### config.mk
export PLATFORM = sky130hd
export DESIGN_NAME = biu_ctrl
export DESIGN_NICKNAME = d
export VERILOG_FILES = /design/src/hw/rtl/biu_pkg.sv /design/src/hw/rtl/biu_ctrl.sv
export SDC_FILE = /design/constraint.sdc
export NUM_CORES = 1
export LEC_CHECK = 0
export BUFFER_PORTS_ARGS = -buffer_cell sky130_fd_sc_hd__clkbuf_2
export CAP_MARGIN = 40
export CORE_AREA = 2 2 39 41
export DETAILED_ROUTE_END_ITERATION = 7
export DIE_AREA = 0 0 41 43
export GPL_ROUTABILITY_DRIVEN = 0
export PLACE_DENSITY = 0.42
export SETUP_SLACK_MARGIN = 0.05
export SKIP_LAST_GASP = 1
export SYNTH_ARGS = -nofsm -noshare
export SYNTH_HDL_FRONTEND = slang
export SYNTH_SLANG_ARGS = --single-unit
### constraint.sdc
create_clock -name clk -period 3.7 [get_ports clk]
set_clock_uncertainty 0.15 [all_clocks]
set_input_delay 0.37 -clock clk [delete_from_list [all_inputs] [get_ports clk]]
set_output_delay 0.37 -clock clk [all_outputs]
set_load 0.01 [all_outputs]
### src/hw/rtl/biu_pkg.sv
// shared constants, types and functions of the bilinear image upscaler
package biu_pkg;

	localparam int MAX_ROWS   = 256;
	localparam int MAX_COLS   = 256;
	localparam int ROW_AW     = $clog2(MAX_ROWS);
	localparam int COL_AW     = $clog2(MAX_COLS);
	localparam int MEM_DEPTH  = MAX_ROWS * MAX_COLS;
	localparam int ADDR_W     = $clog2(MEM_DEPTH);
	localparam int SZ_W       = $clog2(((MAX_ROWS > MAX_COLS) ? MAX_ROWS : MAX_COLS) + 1);

	localparam int POS_W      = 12;
	localparam int CH_W       = 8;
	localparam int PIX_W      = 3 * CH_W;
	localparam int CFG_SZ_W   = 9;
	localparam int IZ_W       = 20;
	localparam int CFG_IDX_W  = 2;
	localparam int CFG_DATA_W = 20;

	localparam int FRAC_W     = 16;
	localparam int PROD_W     = (2 * POS_W + 1 > POS_W + 1 + IZ_W) ? 2 * POS_W + 1
	                            : POS_W + 1 + IZ_W;
	localparam int BI_W       = PROD_W - FRAC_W;
	localparam int FOLD_W     = BI_W + 1;
	localparam int GW_W       = FRAC_W + 1;
	localparam int W_W        = 2 * FRAC_W + 1;
	localparam int ACC_W      = W_W + CH_W - 1;

	localparam logic [CFG_IDX_W-1:0] REG_SOURCE_ROWS  = 2'd0;
	localparam logic [CFG_IDX_W-1:0] REG_SOURCE_COLS  = 2'd1;
	localparam logic [CFG_IDX_W-1:0] REG_INVERSE_ZOOM = 2'd2;

	localparam logic [CFG_SZ_W-1:0] ROWS_RST = 9'd128;
	localparam logic [CFG_SZ_W-1:0] COLS_RST = 9'd128;
	localparam logic [IZ_W-1:0]     IZ_RST   = 20'd43691;

	localparam logic OP_WRITE = 1'b0;
	localparam logic OP_QUERY = 1'b1;

	typedef struct packed {
		logic       wr;
		logic       cap;
		logic       map;
		logic       idx;
		logic       rd;
		logic [1:0] rd_sel;
		logic       out_load;
	} biu_cmd_t;

	typedef struct packed {
		logic out_free;
	} biu_sts_t;

	// zero means one, above the maximum saturates
	function automatic logic [SZ_W-1:0] eff_size(input logic [CFG_SZ_W-1:0] v,
	                                             input logic [SZ_W-1:0] mx);
		logic [SZ_W+CFG_SZ_W-1:0] ve;
		logic [SZ_W+CFG_SZ_W-1:0] me;
		ve = (SZ_W+CFG_SZ_W)'(v);
		me = (SZ_W+CFG_SZ_W)'(mx);
		if (v == '0) return SZ_W'(1);
		else if (ve > me) return mx;
		else return SZ_W'(v);
	endfunction

	// biased index (index + 1) folded into 0 .. size-1
	function automatic logic [SZ_W-1:0] fold_idx(input logic [FOLD_W-1:0] b,
	                                             input logic [SZ_W-1:0] sz);
		logic [FOLD_W-1:0] m;
		m = b - FOLD_W'(1);
		if (b == '0) return '0;
		else if (m >= FOLD_W'(sz)) return sz - SZ_W'(1);
		else return SZ_W'(m);
	endfunction

endpackage

### src/hw/rtl/biu_ctrl.sv
// controller state machine sequencing writes and queries
module biu_ctrl import biu_pkg::*; (
	input  logic     clk,
	input  logic     arst_n,
	input  logic     req_valid,
	input  logic     req_op,
	output logic     req_ready,
	input  biu_sts_t sts,
	output biu_cmd_t cmd
);

	localparam logic [2:0] ST_IDLE = 3'd0;
	localparam logic [2:0] ST_MAP  = 3'd1;
	localparam logic [2:0] ST_IDX  = 3'd2;
	localparam logic [2:0] ST_RD   = 3'd3;
	localparam logic [2:0] ST_LAST = 3'd4;
	localparam logic [2:0] ST_DONE = 3'd5;

	logic [2:0] state_q;
	logic [2:0] state_d;
	logic [1:0] cnt_q;

	always_comb begin
		cmd       = '0;
		state_d   = state_q;
		req_ready = (state_q == ST_IDLE);
		case (state_q)
			ST_IDLE: begin
				if (req_valid) begin
					if (req_op == OP_QUERY) begin
						cmd.cap = 1'b1;
						state_d = ST_MAP;
					end else begin
						cmd.wr = 1'b1;
					end
				end
			end
			ST_MAP: begin
				cmd.map = 1'b1;
				state_d = ST_IDX;
			end
			ST_IDX: begin
				cmd.idx = 1'b1;
				state_d = ST_RD;
			end
			ST_RD: begin
				cmd.rd     = 1'b1;
				cmd.rd_sel = cnt_q;
				if (cnt_q == 2'd3) state_d = ST_LAST;
			end
			ST_LAST: begin
				state_d = ST_DONE;
			end
			ST_DONE: begin
				if (sts.out_free) begin
					cmd.out_load = 1'b1;
					state_d      = ST_IDLE;
				end
			end
			default: begin
				state_d = ST_IDLE;
			end
		endcase
	end

	always_ff @(posedge clk or negedge arst_n) begin
		if (!arst_n) begin
			state_q <= ST_IDLE;
			cnt_q   <= '0;
		end else begin
			state_q <= state_d;
			cnt_q   <= (state_q == ST_RD) ? cnt_q + 2'd1 : 2'd0;
		end
	end

endmodule

==> impl_metrics.csv <==
group,metric,value,unit
floorplan,start_util,0.221,
timing,rsz0062_at_grt,"false",
clock_network,worst_setup_hold_path_clk_slew,40,ps
logic_synthesis,synth_cells,31,
final_layout,area_delta_synth_final,29.5,%
placement,post-place-cells,56,
timing,fin_crit_sh,0.505,
drt,via_per_inst,4.49,
global_route,grt_max_degree,11,
critical_path,end_kind,"output pin",
logic_synthesis,synth_nets,37,
drt,drc,0,
placement,port_buffers,13,
timing,maxSlewViolCount,0,
run,drv_cap,0,
timing,finalHoldViolations,0,
timing,final.min_clock_period,1870,ps
critical_path,r2r_end,"state_q[0]",
clock_network,cts_tree,"done",
critical_path,max_stage_delay,450,ps
critical_path,worst_setup_path_start_kind,"flip-flop",
floorplan,die_area,0.00176,mm^2
timing,fmax,535,MHz
critical_path,critPathRequiredTime,3180,ps
critical_path,critPathSlowestCell,"dfrtp_1",
critical_path,cp.arrival,1350,ps
critical_path,rr_startpoint,"cnt_q[0]",
final_layout,n_antenna_cell,0,
pwr,p_leak,0.202,nW
worst_hold_path,hp-class,"in2async",
drt,dr.pass1.iters,2,
global_route,gr-total-overflow,0,
final_layout,final_cell_mix,"clkbuf_2, dfrtp_1, and2_1, clkbuf_4",
final_layout,fin_nets,52,
final_layout,layout_commonest_cell,"clkbuf_2",
global_route,grtUsageTotal,0.106,
global_route,grt_pass1_vias,283,
status,outcome,"complete, no violations",
global_route,grt_pass1_wl,1.15,mm
critical_path,reg2reg_slack,2350,ps
clock_network,h-tree-depth,1,
logic_synthesis,yosys_register_bits,5,
timing,relSlewSlack,0.820,
clock_network,cts_made_buffers,3,
floorplan,core_area,0.00138,mm^2
final_layout,layout-drive-gt1-share,0.378,
drt,vias,274,
drt,postRouteAntennaNets,0,
logic_synthesis,postSynthAreaPerCell,9.85,um^2
clock_network,cts.sinks,5,
pwr,power_density,730,mW/mm^2
drt,routed_wl,650,um
floorplan,rows,14,
clock_network,clockBufferDepth,2,
timing,worstMarginPinSlew,270,ps
critical_path,path_cells,"and3b_1, and2_1, clkbuf_2",
logic_synthesis,seq_area_frac_synth,0.410,
drt,drtIter0Drc,1,
global_route,antenna_found_initial,0,
logic_synthesis,yosys_warnings,0,
timing,fin_setup_tns,0,ps
floorplan,die_w,41,um
critical_path,rr_worst_depth,4,
floorplan,die_y,43,um
drt,wl_per_cell,10.7,um
floorplan,ios,14,
clock_network,clock_latency,240,ps
critical_path,cp_max_fo,9,
logic_synthesis,synth_cell_types,21,
timing,setup_violations,0,
clock_network,cts_resized,0,
clock_network,cts_root_buffer,"clkbuf_4",
pwr,vdd.ir_drop.worst,308,uV
final_layout,stdcell_count,61,
critical_path,crit_type,"reg2out",
logic_synthesis,syn-cell-area,305,um^2
-- report_power, final --
part | total (mW) | internal [mW] | switching [mW]
clock | 0.0637 | 0.0408 | 0.0229
combinational | 0.121 | 0.0601 | 0.0611
sequential | 0.104 | 0.0756 | 0.0282
total | 0.289 | 0.177 | 0.112
-- worst max path at each step --
stage               startpoint  slack, ps  cells past startpoint     end
floorplan           state_q[2]       2150                      4  cmd[7]
global placement    state_q[1]       2150                      3  cmd[2]
detailed placement  state_q[2]       2100                      3  cmd[2]
CTS                 state_q[2]       1830                      3  cmd[2]
global route        state_q[1]       1740                      3  cmd[2]
finish              state_q[2]       1830                      3  cmd[2]
-- layout make-up --
cell class	instances	area [um^2]
multi-input combinational	22	149
clock buffer	4	26.3
sequential	5	125
timing repair buffer	14	75.1
tap	16	20.0
fill	166	988
-- repair_timing --
action                                  in CTS  in global routing
setup buffers                                0                  0
endpoints found under the hold margin        5                  0
endpoints found under the setup margin       0                  0
hold buffers                                 1                  0
-- layer usage --
layer | share of wire | GRT usage | vias up
li1 | - | - | 134
met1 | 0.40 | 0.109 | 126
met2 | 0.50 | 0.150 | 11
met3 | 0.060 | 0.0314 | 3
met4 | 0.037 | 0.120 | 0
met5 | 0 | 0 | -
-- registers in the layout, summed over array words and instances, names as in the netlist --
signal and cells:
state_q 3, cnt_q 2
-- stage by stage --
step | setup slack, ps | hold slack [ps] | power, mW | cell area (um^2) | util
after floorplan | 2150 | -75.6 | 0.204 | 305 | -
after global placement | 2150 | 43.7 | 0.222 | 359 | 0.259
after detailed placement | 2100 | 40.5 | 0.224 | 359 | 0.259
after CTS | 1830 | 321 | 0.295 | 395 | 0.286
after global routing | 1740 | 353 | 0.318 | 395 | 0.286
final | 1830 | 317 | 0.289 | 395 | 0.286
-- logic make-up after synthesis --
logic type	count (synthesis)	share of synthesized area
compound gates	6	0.127
fa+ha+maj	1	0.0410
buf+inv	4	0.102
flops	5	0.410
simple gates	15	0.320
-- cells in the mapped netlist --
cell type | instances | area share
a211oi_1 | 1 | 0.025
a21o_1 | 1 | 0.025
a21oi_1 | 2 | 0.033
a22o_1 | 1 | 0.029
and2_1 | 3 | 0.061
and3_1 | 1 | 0.021
and3b_1 | 1 | 0.029
and4b_1 | 1 | 0.033
buf_2 | 1 | 0.016
buf_4 | 2 | 0.049
buf_6 | 1 | 0.037
dfrtp_1 | 5 | 0.41
ha_1 | 1 | 0.041
nand2_1 | 1 | 0.012
nand2b_1 | 1 | 0.021
nand3_1 | 1 | 0.016
nor2_1 | 2 | 0.025
nor2b_1 | 1 | 0.021
nor3_2 | 1 | 0.033
nor3b_1 | 2 | 0.049
o21ai_0 | 1 | 0.016
-- worst max-delay path: cells and delay by family (launching register included) --
family / cells / cell delay [ps]
flip-flops: 1 / 450
AND/OR/NAND/NOR: 2 / 520
buffers and inverters: 1 / 130
Note: power is estimated with default switching activity, not from simulation.
